**src/rtl/pl_pkg.sv**
```systemverilog
// Package for the positional list table: sizes, action and status codes,
// and the control word that the top level broadcasts to the row of cells.
// Depends on nothing.
`default_nettype none

package pl_pkg;

    localparam int CAPACITY  = 16;
    localparam int CNT_W     = $clog2(CAPACITY + 1);
    localparam int IDX_W     = $clog2(CAPACITY);
    localparam int POS_W     = 7;
    localparam int POS_CMP_W = POS_W + 1;
    localparam int DATA_W    = 32;

    typedef enum logic [1:0] {
        ACT_INSERT  = 2'd0,
        ACT_DELETE  = 2'd1,
        ACT_SEARCH  = 2'd2,
        ACT_DISPLAY = 2'd3
    } t_action;

    typedef enum logic [3:0] {
        ST_INSERTED  = 4'd0,
        ST_BAD_INS   = 4'd1,
        ST_FULL      = 4'd2,
        ST_DELETED   = 4'd3,
        ST_BAD_DEL   = 4'd4,
        ST_FOUND     = 4'd5,
        ST_NOT_FOUND = 4'd6,
        ST_ELEMENT   = 4'd7,
        ST_EMPTY     = 4'd8
    } t_status;

    typedef enum logic [1:0] {
        OP_HOLD   = 2'd0,
        OP_INSERT = 2'd1,
        OP_DELETE = 2'd2,
        OP_ROTATE = 2'd3
    } t_cell_op;

    typedef struct packed {
        t_cell_op                 op;
        logic [IDX_W-1:0]         pos_idx;
        logic [CNT_W-1:0]         count;
        logic signed [DATA_W-1:0] data;
    } t_cell_ctrl;

endpackage

`default_nettype wire

```
**src/rtl/pl_if.sv**
```systemverilog
// Valid/ready channel interfaces for the positional list table.
// Depends on pl_pkg for the payload types.
`default_nettype none

interface pl_in_if import pl_pkg::*; ();
    logic                     valid;
    logic                     ready;
    logic [1:0]               action;
    logic [POS_W-1:0]         position;
    logic signed [DATA_W-1:0] value;

    modport source (output valid, output action, output position, output value, input ready);
    modport sink   (input valid, input action, input position, input value, output ready);
endinterface

interface pl_out_if import pl_pkg::*; ();
    logic                     valid;
    logic                     ready;
    logic [3:0]               status;
    logic signed [DATA_W-1:0] value_res;
    logic                     last;

    modport source (output valid, output status, output value_res, output last, input ready);
    modport sink   (input valid, input status, input value_res, input last, output ready);
endinterface

`default_nettype wire

```
**src/rtl/positional_list_table.sv**
```systemverilog
// Positional list table: an ordered list held in a row of cells.
// Insert, delete, search and an empty display give one result beat in the next cycle;
// a display of count entries first enters the display state, then gives one beat per cycle
// while unstalled. Throughput: one single-result item per cycle, unstalled;
// the input is ready only while idle and the result register is empty or being taken.
// Synchronous active-low reset empties the list and drops any pending result beat.
`default_nettype none

module positional_list_table import pl_pkg::*; (
    input  wire        i_clk,
    input  wire        i_rst_n,
    pl_in_if.sink      i_in,
    pl_out_if.source   o_out
);

    typedef enum logic [1:0] {
        S_IDLE    = 2'b01,
        S_DISPLAY = 2'b10
    } t_state;

    t_state                   r_state, n_state;
    logic [CNT_W-1:0]         r_count, n_count;
    logic [CNT_W-1:0]         r_left, n_left;
    logic                     r_ovalid, n_ovalid;
    t_status                  r_status, n_status;
    logic signed [DATA_W-1:0] r_value, n_value;
    logic                     r_last, n_last;

    t_cell_ctrl               w_ctrl;
    logic signed [DATA_W-1:0] w_val [CAPACITY];
    logic [CAPACITY-1:0]      w_hit;
    logic                     w_free;
    logic                     w_acc;
    logic                     w_emit;
    logic [POS_CMP_W-1:0]     w_pos;
    logic [POS_CMP_W-1:0]     w_cnt;
    logic                     w_ins_ok;
    logic                     w_del_ok;
    logic                     w_full;
    logic [IDX_W-1:0]         w_pos_idx;
    t_action                  w_act;

    assign w_free    = !r_ovalid || o_out.ready;
    assign i_in.ready = (r_state == S_IDLE) && w_free;
    assign w_acc     = i_in.valid && i_in.ready;
    assign w_emit    = (r_state == S_DISPLAY) && w_free;
    assign w_act     = t_action'(i_in.action);
    assign w_pos     = POS_CMP_W'(i_in.position);
    assign w_cnt     = POS_CMP_W'(r_count);
    assign w_full    = (r_count == CNT_W'(CAPACITY));
    assign w_ins_ok  = (w_pos != '0) && (w_pos <= w_cnt + POS_CMP_W'(1)) && !w_full;
    assign w_del_ok  = (w_pos != '0) && (w_pos <= w_cnt);
    assign w_pos_idx = IDX_W'(i_in.position - POS_W'(1));

    always_comb begin
        w_ctrl.op      = OP_HOLD;
        w_ctrl.pos_idx = w_pos_idx;
        w_ctrl.count   = r_count;
        w_ctrl.data    = i_in.value;
        if (w_acc && (w_act == ACT_INSERT) && w_ins_ok) begin
            w_ctrl.op = OP_INSERT;
        end else if (w_acc && (w_act == ACT_DELETE) && w_del_ok) begin
            w_ctrl.op = OP_DELETE;
        end else if (w_emit) begin
            w_ctrl.op = OP_ROTATE;
        end
    end

    for (genvar g = 0; g < CAPACITY; g++) begin : g_cell
        logic signed [DATA_W-1:0] w_prev;
        logic signed [DATA_W-1:0] w_next;
        if (g == 0) begin : g_first
            assign w_prev = '0;
        end else begin : g_mid
            assign w_prev = w_val[g-1];
        end
        if (g == CAPACITY - 1) begin : g_end
            assign w_next = '0;
        end else begin : g_inner
            assign w_next = w_val[g+1];
        end
        pl_cell u_cell (
            .i_clk   (i_clk),
            .i_idx   (IDX_W'(g)),
            .i_ctrl  (w_ctrl),
            .i_prev  (w_prev),
            .i_next  (w_next),
            .i_head  (w_val[0]),
            .o_value (w_val[g]),
            .o_hit   (w_hit[g])
        );
    end

    always_comb begin
        n_state  = r_state;
        n_count  = r_count;
        n_left   = r_left;
        n_ovalid = r_ovalid && !o_out.ready;
        n_status = r_status;
        n_value  = r_value;
        n_last   = r_last;
        if (w_acc) begin
            n_ovalid = 1'b1;
            n_last   = 1'b1;
            n_value  = '0;
            case (w_act)
                ACT_INSERT: begin
                    if (w_pos == '0 || w_pos > w_cnt + POS_CMP_W'(1)) begin
                        n_status = ST_BAD_INS;
                    end else if (w_full) begin
                        n_status = ST_FULL;
                    end else begin
                        n_status = ST_INSERTED;
                        n_count  = r_count + CNT_W'(1);
                    end
                end
                ACT_DELETE: begin
                    if (w_del_ok) begin
                        n_status = ST_DELETED;
                        n_value  = w_val[w_pos_idx];
                        n_count  = r_count - CNT_W'(1);
                    end else begin
                        n_status = ST_BAD_DEL;
                    end
                end
                ACT_SEARCH: begin
                    n_status = (|w_hit) ? ST_FOUND : ST_NOT_FOUND;
                    n_value  = i_in.value;
                end
                ACT_DISPLAY: begin
                    if (r_count == '0) begin
                        n_status = ST_EMPTY;
                    end else begin
                        n_ovalid = r_ovalid && !o_out.ready;
                        n_state  = S_DISPLAY;
                        n_left   = r_count;
                    end
                end
                default: begin
                    n_status = ST_EMPTY;
                end
            endcase
        end else if (w_emit) begin
            n_ovalid = 1'b1;
            n_status = ST_ELEMENT;
            n_value  = w_val[0];
            n_last   = (r_left == CNT_W'(1));
            n_left   = r_left - CNT_W'(1);
            if (r_left == CNT_W'(1)) begin
                n_state = S_IDLE;
            end
        end
    end

    always_ff @(posedge i_clk) begin
        if (!i_rst_n) begin
            r_state  <= S_IDLE;
            r_count  <= '0;
            r_left   <= '0;
            r_ovalid <= 1'b0;
        end else begin
            r_state  <= n_state;
            r_count  <= n_count;
            r_left   <= n_left;
            r_ovalid <= n_ovalid;
        end
    end

    always_ff @(posedge i_clk) begin
        r_status <= n_status;
        r_value  <= n_value;
        r_last   <= n_last;
    end

    assign o_out.valid     = r_ovalid;
    assign o_out.status    = r_status;
    assign o_out.value_res = r_value;
    assign o_out.last      = r_last;

`ifndef SYNTHESIS
    a_count_bound: assert property (@(posedge i_clk) disable iff (!i_rst_n)
        r_count <= CNT_W'(CAPACITY))
        else $error("list occupancy above capacity");

    a_display_left: assert property (@(posedge i_clk) disable iff (!i_rst_n)
        (r_state == S_DISPLAY) |-> (r_left != '0) && (r_left <= r_count))
        else $error("display counter out of range");

    a_insert_count: assert property (@(posedge i_clk) disable iff (!i_rst_n)
        (w_acc && (w_act == ACT_INSERT) && w_ins_ok)
        |=> (r_count == $past(r_count) + CNT_W'(1)))
        else $error("insert did not grow the list");

    a_display_end: assert property (@(posedge i_clk) disable iff (!i_rst_n)
        (w_emit && (r_left == CNT_W'(1))) |=> (r_state == S_IDLE) && r_ovalid && r_last)
        else $error("final display beat did not end the item");
`endif

endmodule

`default_nettype wire

```
**src/rtl/pl_cell.sv**
```systemverilog
// One cell of the list: holds one entry, shifts toward or away from its
// neighbors, and compares its entry with the search key. Depends on pl_pkg.
`default_nettype none

module pl_cell import pl_pkg::*; (
    input  wire                      i_clk,
    input  wire  [IDX_W-1:0]         i_idx,
    input  t_cell_ctrl               i_ctrl,
    input  wire  signed [DATA_W-1:0] i_prev,
    input  wire  signed [DATA_W-1:0] i_next,
    input  wire  signed [DATA_W-1:0] i_head,
    output logic signed [DATA_W-1:0] o_value,
    output logic                     o_hit
);

    logic signed [DATA_W-1:0] r_value;
    logic signed [DATA_W-1:0] n_value;
    logic [CNT_W-1:0]         w_idx_ext;

    assign w_idx_ext = CNT_W'(i_idx);

    always_comb begin
        n_value = r_value;
        case (i_ctrl.op)
            OP_INSERT: begin
                if (i_idx == i_ctrl.pos_idx) begin
                    n_value = i_ctrl.data;
                end else if (i_idx > i_ctrl.pos_idx) begin
                    n_value = i_prev;
                end
            end
            OP_DELETE: begin
                if (i_idx >= i_ctrl.pos_idx) begin
                    n_value = i_next;
                end
            end
            OP_ROTATE: begin
                if (w_idx_ext + CNT_W'(1) == i_ctrl.count) begin
                    n_value = i_head;
                end else begin
                    n_value = i_next;
                end
            end
            default: begin
                n_value = r_value;
            end
        endcase
    end

    always_ff @(posedge i_clk) begin
        r_value <= n_value;
    end

    assign o_value = r_value;
    assign o_hit   = (w_idx_ext < i_ctrl.count) && (r_value == i_ctrl.data);

endmodule

`default_nettype wire
```
**src/flat_wrapper.sv**
```systemverilog
// flat-port wrapper written by rule: the top's interface ports become plain ports
module positional_list_table_flat import pl_pkg::*;
  (i_clk, i_rst_n, i_in_valid, i_in_action, i_in_position, i_in_value, i_in_ready, o_out_valid, o_out_status, o_out_value_res, o_out_last, o_out_ready);
  pl_in_if i_in_i ();
  pl_out_if o_out_i ();
  input  wire i_clk;
  input  wire i_rst_n;
  input wire logic [$bits(i_in_i.valid)-1:0] i_in_valid;
  input wire logic [$bits(i_in_i.action)-1:0] i_in_action;
  input wire logic [$bits(i_in_i.position)-1:0] i_in_position;
  input wire logic [$bits(i_in_i.value)-1:0] i_in_value;
  output wire logic [$bits(i_in_i.ready)-1:0] i_in_ready;
  output wire logic [$bits(o_out_i.valid)-1:0] o_out_valid;
  output wire logic [$bits(o_out_i.status)-1:0] o_out_status;
  output wire logic [$bits(o_out_i.value_res)-1:0] o_out_value_res;
  output wire logic [$bits(o_out_i.last)-1:0] o_out_last;
  input wire logic [$bits(o_out_i.ready)-1:0] o_out_ready;
  assign i_in_i.valid = i_in_valid;
  assign i_in_i.action = i_in_action;
  assign i_in_i.position = i_in_position;
  assign i_in_i.value = i_in_value;
  assign i_in_ready = i_in_i.ready;
  assign o_out_valid = o_out_i.valid;
  assign o_out_status = o_out_i.status;
  assign o_out_value_res = o_out_i.value_res;
  assign o_out_last = o_out_i.last;
  assign o_out_i.ready = o_out_ready;
  positional_list_table u_core (.i_clk(i_clk), .i_rst_n(i_rst_n), .i_in(i_in_i), .o_out(o_out_i));
endmodule
```
**config.mk**
```make
export PLATFORM = sky130hd
export DESIGN_NAME = positional_list_table_flat
export DESIGN_NICKNAME = d
export VERILOG_FILES = /design/src/rtl/pl_pkg.sv /design/src/rtl/pl_if.sv /design/src/rtl/positional_list_table.sv /design/src/rtl/pl_cell.sv /design/src/flat_wrapper.sv
export SDC_FILE = /design/constraint.sdc
export NUM_CORES = 2
export LEC_CHECK = 0
export BUFFER_PORTS_ARGS = -buffer_cell sky130_fd_sc_hd__buf_2
export CAP_MARGIN = 10
export CORE_AREA = 4 4 351 353
export CTS_CLUSTER_DIAMETER = 120
export DETAILED_ROUTE_END_ITERATION = 10
export DIE_AREA = 0 0 355 357
export GPL_TIMING_DRIVEN = 0
export SYNTH_ARGS = -nofsm -noshare
export SYNTH_HDL_FRONTEND = slang
export SYNTH_SLANG_ARGS = --single-unit
```
**constraint.sdc**
```tcl
create_clock -name i_clk -period 13.6 [get_ports i_clk]
set_clock_uncertainty 0.2 [all_clocks]
set_input_delay 1.36 -clock i_clk [delete_from_list [all_inputs] [get_ports i_clk]]
set_output_delay 1.36 -clock i_clk [all_outputs]
set_load 0.02 [all_outputs]
```
Yosys cells after proc, flatten, opt, wreduce, memory -nomap -nowiden
Index checks and enable logic that the tools add are counted.

Logic and storage cells: 354. Register bits after elaboration: 562.

Equality and inequality tests: 96. Reductions and logical operators: 62. Bitwise operators: 1. Magnitude comparators: 52. Mux-type cells: 115. $add $sub $neg: 5.

Operator list (number): $mux 32 (69); $pmux 32 s3 (16); $eq 32x32->1 (16); $bmux 32 s4 (1); $pmux 32 s2 (1); $ne 3x3->1 const B (17); $reduce_and 3->1 (16); $ne 2x2->1 const B (21); $eq 4x5->1 const A (8); $lt 4x5->1 const A (8); $mux 5 (7); $eq 4x4->1 const A (8); $ge 4x4->1 const A (8); $gt 4x4->1 const A (8); $logic_and 1x1->1 (27); $eq 3x5->1 const A (4); $lt 3x5->1 const A (4); $mux 2 (10); $eq 3x4->1 const A (4); $ge 3x4->1 const A (4); $gt 3x4->1 const A (4); $mux 4 (4); $pmux 4 s4 (1); $reduce_or 16->1 (1); 40 further kinds (64).

Logic depth before layout (Yosys ltp)
Depth in word-level cells: 11. Mapped depth: 19. Mapped depth without buffers: 12.

Cells and area by module
From an unflattened synthesis, not the netlist that was laid out.

Cells, all modules: 5450. Area, all modules: 49150.9 sq um.

Modules (own cells, without submodules): pl_cell (cells each 294, area each 2615.0 sq um, times used 16, seq. area each 960.9 sq um); positional_list_table (cells each 746, area each 7310.8 sq um, times used 1, seq. area each 1361.3 sq um).

Worst setup path after synthesis
Ideal clock, no wire load.

Path type: input -> register. Start: in i_in_position[0]. End: reg u_core.g_cell[12].u_cell.r_value[0], enable pin. Setup slack: 6691 ps. Library setup time: 466 ps. Cell stages on the path: 15. Arrival time: 6244 ps. Data required time: 12934 ps. Cell sequence: clkbuf_1 > buf_2 > buf_2 > buf_1 > inv_1 > ha_1 > buf_2 > nand2b_4 > nor3_4 > nor3_1 > and3_1 > clkbuf_1 > o21ai_0 > clkbuf_1 > o21ai_0.

Cells in the longest elaborated chain, start to end: 8. Elaborated cells on any way between the ends: 21.

Ends and longest elaborated chain: from (decl) (line flat_wrapper.sv:10) `input wire logic [$bits(i_in_i.position)-1:0] i_in_position;`; $le 7x5->1, or another cell as far along (line positional_list_table.sv:52) `assign w_del_ok = (w_pos != '0) && (w_pos <= w_cnt);`; $logic_and 1x1->1 (on tied branches) (line positional_list_table.sv:52, positional_list_table.sv:51); $logic_and 1x1->1 (on tied branches) (line positional_list_table.sv:62, positional_list_table.sv:51); $mux 2 or $logic_and 1x1->1 (tied branches) (line positional_list_table.sv:62, positional_list_table.sv:60); $mux 2 (line positional_list_table.sv:60) `if (w_acc && (w_act == ACT_INSERT) && w_ins_ok) begin`; $eq 2x1->1 or $eq 2x2->1 (tied branches) (line pl_cell.sv:24) `case (i_ctrl.op)`; $ne 3x3->1 (no source line), or another cell as far along; $reduce_and 3->1 (no source line) *; to (signal assigned) (line pl_cell.sv:51) `r_value <= n_value;`; to (decl) (line pl_cell.sv:16) `logic signed [DATA_W-1:0] r_value;`.

Every way passes the cells marked *; elsewhere a longest branch is shown, timed or not. A chain may end at the register's enable or synchronous reset.

Final worst setup path
Start: in i_in_position[0]. End: reg u_core.r_value[17] (netlist: u_core.o_out.value_res[17]) (data pin).

Cells in the longest elaborated chain, start to end: 8. Elaborated cells on any way between the ends: 11.

Ends and longest elaborated chain: $sub 4x1->4 (line positional_list_table.sv:53) `assign w_pos_idx = IDX_W'(i_in.position - POS_W'(1));`; $not 4->5 (implied by the code) (line positional_list_table.sv:120) `n_value = w_val[w_pos_idx];`; $bmux 32 s4 (line positional_list_table.sv:120); $mux 32 (implied by the code) (2 in series) (line positional_list_table.sv:120); $mux 32 * (line positional_list_table.sv:118) `if (w_del_ok) begin`; $pmux 32 s2 * (line positional_list_table.sv:106) `case (w_act)`; $mux 32 * (line positional_list_table.sv:102) `if (w_acc) begin`; via u_core.n_value[17] (line positional_list_table.sv:26) `logic signed [DATA_W-1:0] r_value, n_value;`; to (signal assigned) (line positional_list_table.sv:171) `r_value <= n_value;`; to (decl) (line positional_list_table.sv:26).

The timed path passes the listed nets; every way through them passes the cells marked *. The select of a mux whose other input is x is not followed.

==> impl_metrics.toml <==
[worst_setup_path]
worst_ep_arrival_time_ps = 8800
endpoint_kind = "flop"
worst_r2r_endpoint = "u_core.g_cell[13].u_cell.o_value[5]$_DFFE_PP_"
worstRegToRegCells = 15
r2r_setup_slack_ps = 7130
startpoint_type = "primary input"
required_ps = 13660
critPathMaxFanout = 10
timing.rr.start = "u_core.r_count[0]$_SDFFE_PN0P_"
crit_start = "i_in_position[0]"
worst-setup-path-type = "in -> reg"

[outcome]
run_status = "finished, final reports clean"

[yosys]
synth_largest_area_cell = "sky130_fd_sc_hd__edfxtp_1"
ys_seq_area_share_pct = 40.1
yosys_warnings = 0
synth_cell_types = 66
async_s_r_ff_share_synth_pct = 0
yosysTopAreaCellShare_pct = 39.4
ys_dominant_reg_cell = "sky130_fd_sc_hd__edfxtp_1"
netlist_top_cells_area = "sky130_fd_sc_hd__edfxtp_1 39%, sky130_fd_sc_hd__mux2i_1 9.3%, sky130_fd_sc_hd__mux4_2 8.6%"
synth.avg_cell_area_um2 = 10.8
synth_edf_count = 548
postSynthRegisterBits = 562
mappedNetlistArea_um2 = 41700
netlist_instances = 3879
synth.net_count = 3949

[drt]
wl_per_cell_um = 44.0
route.antenna.remaining_nets = 0
finalWirelength_um = 252000
num_vias = 39224
total_drc_errors_in_the_routed_layout = 0
routed_via_density = 6.87
count_of_tritonroute_iterations_in_the_first_routing_pass = 6
detailedRoute.firstIterationViolations = 7551

[place]
numPlacedInstances = 5568
routabilityCongestion = 1.09
dpl_worst_slack_ps = 4900
dpl.hpwl_um = 205000
buffer_ports.inserted = 50

[cells_and_area]
multi_input_area_um2 = 23000
syn2layout_area_growth_pct = 13.1
post_route_cells_drive_above_1_share_pct = 12.7
nNetsFinal = 4105
register_area_um2 = 16700
fillerInstances = 11868
stdcell_count = 5713

[flow_run]
maxCapViolations = 0

[sta]
totalNegativeSetupSlack_ps = 0
worst-slew-pin-transition_ps = 1390
setup_violations = 0
drv_slew = 0
timing.max_slew.rel_slack_pct = 7.58
finalHoldViolations = 0
post-route-period-util_pct = 64.3
unrepaired_setup_endpoints_after_global_routing = "false"
timing.fmax_mhz = 114
final.setup.worst_slack_ps = 4860
final_period_minus_worst_setup_slack_ps = 8740

[clock_network]
post_cts_buffers = 0
htreeDepth = 3
cts.clk_slew.worst_paths_ps = 60
tritoncts = "done"
cts_made_buffers = 74
root_buffer_master = "sky130_fd_sc_hd__clkbuf_16"
clockBufferDepth = 3
clock-sinks = 562
ctsHoldBuffers = 0
insertion_delay_ps = 680
post_cts_resize_count = 0

[global_routing]
grt.total_usage_pct = 38.3
wire_length_of_the_first_global_routing_pass_um = 329000
grt_max_degree = 32
grt_pass1_vias = 35877
grt_antenna_before_repair = 16
global_route.overflow_total = 0

[hold_path]
timing.hold.worst.class = "reg -> reg"
hold-path-cell-count = 2
hold_end = "u_core.o_out.last$_SDFFE_PP1P_"
min_from = "u_core.o_out.last$_SDFFE_PP1P_"

[pwr]
max-vdd-ir-drop_uv = 82.9
leakage_nw = 17.2
power_density_nw_per_um2 = 103

[die]
die-area_um2 = 127000
floorplan.die.height_um = 357
core_area_um2 = 120000
boundary_pin_count = 84
row_cnt = 127
initial_core_util_pct = 34.8
die_x_um = 355
## cell families after synthesis
family,count (synthesis),share of synthesized area [%]
AO/OA/AOI/OAI,838,15.3
XOR/XNOR,520,10.9
adder cells (fa/ha/maj),25,0.750
buffers and inverters,505,5.15
flip-flops,562,40.1
multiplexers,547,17.9
AND/OR/NAND/NOR,882,9.86
## power breakdown
part           internal [W]  switching [W]  leakage [nW]
logic              0.000259       0.000555          11.0
clock network       0.00122       0.000872          1.18
registers           0.00192      0.0000268          5.05
total               0.00340        0.00145          17.2
## worst max-delay path: stages
cell and delay [ps]:
sky130_fd_sc_hd__buf_2 120, sky130_fd_sc_hd__clkbuf_1 580, sky130_fd_sc_hd__buf_2 610, sky130_fd_sc_hd__buf_2 580, sky130_fd_sc_hd__buf_1 730, sky130_fd_sc_hd__inv_1 220
sky130_fd_sc_hd__ha_1 340, sky130_fd_sc_hd__clkbuf_1 640, sky130_fd_sc_hd__clkbuf_1 700, sky130_fd_sc_hd__buf_16 240, sky130_fd_sc_hd__clkbuf_1 680, sky130_fd_sc_hd__mux4_2 490
sky130_fd_sc_hd__mux4_2 260, sky130_fd_sc_hd__a22oi_1 60, sky130_fd_sc_hd__o21ai_0 1080
## Yosys cell counts, types with 2 or more instances
| cell type | instances |
|---|---|
| sky130_fd_sc_hd__and2_1 | 38 |
| sky130_fd_sc_hd__nor3_1 | 27 |
| sky130_fd_sc_hd__buf_4 | 4 |
| sky130_fd_sc_hd__nor4_1 | 43 |
| sky130_fd_sc_hd__clkbuf_1 | 303 |
| sky130_fd_sc_hd__xor2_1 | 130 |
| sky130_fd_sc_hd__buf_1 | 46 |
| sky130_fd_sc_hd__mux2i_1 | 386 |
| sky130_fd_sc_hd__nor2_1 | 292 |
| sky130_fd_sc_hd__a221o_1 | 351 |
| sky130_fd_sc_hd__edfxtp_1 | 548 |
| sky130_fd_sc_hd__nand2_2 | 2 |
| sky130_fd_sc_hd__mux4_2 | 160 |
| sky130_fd_sc_hd__nand3_1 | 96 |
| sky130_fd_sc_hd__o211ai_1 | 3 |
| sky130_fd_sc_hd__nand2_1 | 234 |
| sky130_fd_sc_hd__or3_1 | 2 |
| sky130_fd_sc_hd__or4_1 | 4 |
| sky130_fd_sc_hd__a21oi_1 | 93 |
| sky130_fd_sc_hd__a21boi_0 | 2 |
| sky130_fd_sc_hd__and3_1 | 5 |
| sky130_fd_sc_hd__a211oi_1 | 3 |
| sky130_fd_sc_hd__xnor2_1 | 390 |
| sky130_fd_sc_hd__buf_6 | 11 |
| sky130_fd_sc_hd__nand3b_1 | 2 |
| sky130_fd_sc_hd__o21ai_1 | 32 |
| sky130_fd_sc_hd__o2111ai_1 | 3 |
| sky130_fd_sc_hd__o22ai_1 | 6 |
| sky130_fd_sc_hd__ha_1 | 25 |
| sky130_fd_sc_hd__o21ai_0 | 196 |
| sky130_fd_sc_hd__nor3_2 | 2 |
| sky130_fd_sc_hd__nand4_1 | 106 |
| sky130_fd_sc_hd__a21o_1 | 4 |
| sky130_fd_sc_hd__a31oi_1 | 3 |
| sky130_fd_sc_hd__dfxtp_1 | 14 |
| sky130_fd_sc_hd__a22oi_1 | 128 |
| sky130_fd_sc_hd__or2_2 | 2 |
| sky130_fd_sc_hd__nor2b_1 | 7 |
| sky130_fd_sc_hd__or2_1 | 7 |
| sky130_fd_sc_hd__nand2b_1 | 3 |
| sky130_fd_sc_hd__a2111oi_0 | 2 |
| sky130_fd_sc_hd__inv_1 | 15 |
| sky130_fd_sc_hd__o31ai_1 | 2 |
| sky130_fd_sc_hd__buf_2 | 125 |
## layout by cell type (no fill, tap or decap), types with 33 or more instances in the layout
cell type	netlist	routed
sky130_fd_sc_hd__edfxtp_1	548	548
sky130_fd_sc_hd__xnor2_1	390	390
sky130_fd_sc_hd__mux2i_1	386	386
sky130_fd_sc_hd__a221o_1	351	351
sky130_fd_sc_hd__clkbuf_1	303	315
sky130_fd_sc_hd__nor2_1	292	292
sky130_fd_sc_hd__nand2_1	234	232
sky130_fd_sc_hd__o21ai_0	196	181
sky130_fd_sc_hd__buf_2	125	177
sky130_fd_sc_hd__mux4_2	160	160
sky130_fd_sc_hd__xor2_1	130	130
sky130_fd_sc_hd__a22oi_1	128	128
sky130_fd_sc_hd__nand4_1	106	106
sky130_fd_sc_hd__nand3_1	96	96
sky130_fd_sc_hd__a21oi_1	93	93
sky130_fd_sc_hd__clkbuf_16	0	77
sky130_fd_sc_hd__buf_1	46	46
sky130_fd_sc_hd__nor4_1	43	41
sky130_fd_sc_hd__and2_1	38	38
sky130_fd_sc_hd__o21ai_1	32	33
## worst max-delay path by stage
stage | end | depth (start not counted)
floorplan | u_core.g_cell[12].u_cell.o_value[0]$_DFFE_PP_ | 15
global placement | u_core.g_cell[5].u_cell.o_value[10]$_DFFE_PP_ | 12
detailed placement | u_core.o_out.value_res[19]$_DFFE_PP_ | 15
CTS | u_core.o_out.value_res[19]$_DFFE_PP_ | 15
global route | u_core.o_out.value_res[20]$_DFFE_PP_ | 15
finish | u_core.o_out.value_res[17]$_DFFE_PP_ | 15
## sequential cells by signal, summed over array words and instances (netlist names)
signal and flops:
u_core.r_count 5, u_core.r_left 5, u_core.o_out.value_res 32, u_core.r_state 2
u_core.o_out.valid 1, u_core.g_cell.u_cell.o_value 512, u_core.o_out.last 1, u_core.o_out.status 4
## metal layers
metal	global-route usage, %	wire, µm
met1	50.1	94900
met2	53.9	101000
met3	11.5	33500
met4	26.8	22000
met5	0.415	27
## per-stage QoR
step	cell area (µm²)	hold WS (ps)	utilization (%)	power [W]
global placement	44000	272	36.7	0.00274
finish	47200	290	39.4	0.00486
global route	47200	325	39.4	0.00491
floorplan	41700	267	-	0.00242
CTS	47100	286	39.3	0.00480
detailed placement	44700	273	37.3	0.00275
## cell type report
| type | count | share of cell area, % |
|---|---|---|
| Tap cell | 1612 | 4.27 |
| Clock inverter | 42 | 0.960 |
| Antenna cell | 10 | 0.0530 |
| Buffer | 489 | 4.43 |
| Inverter | 16 | 0.127 |
| Timing Repair Buffer | 80 | 1.70 |
| Sequential cell | 562 | 35.5 |
| Multi-Input combinational cell | 2812 | 48.8 |
| Clock buffer | 90 | 4.19 |
No activity file was read; power rests on OpenSTA's default activity.
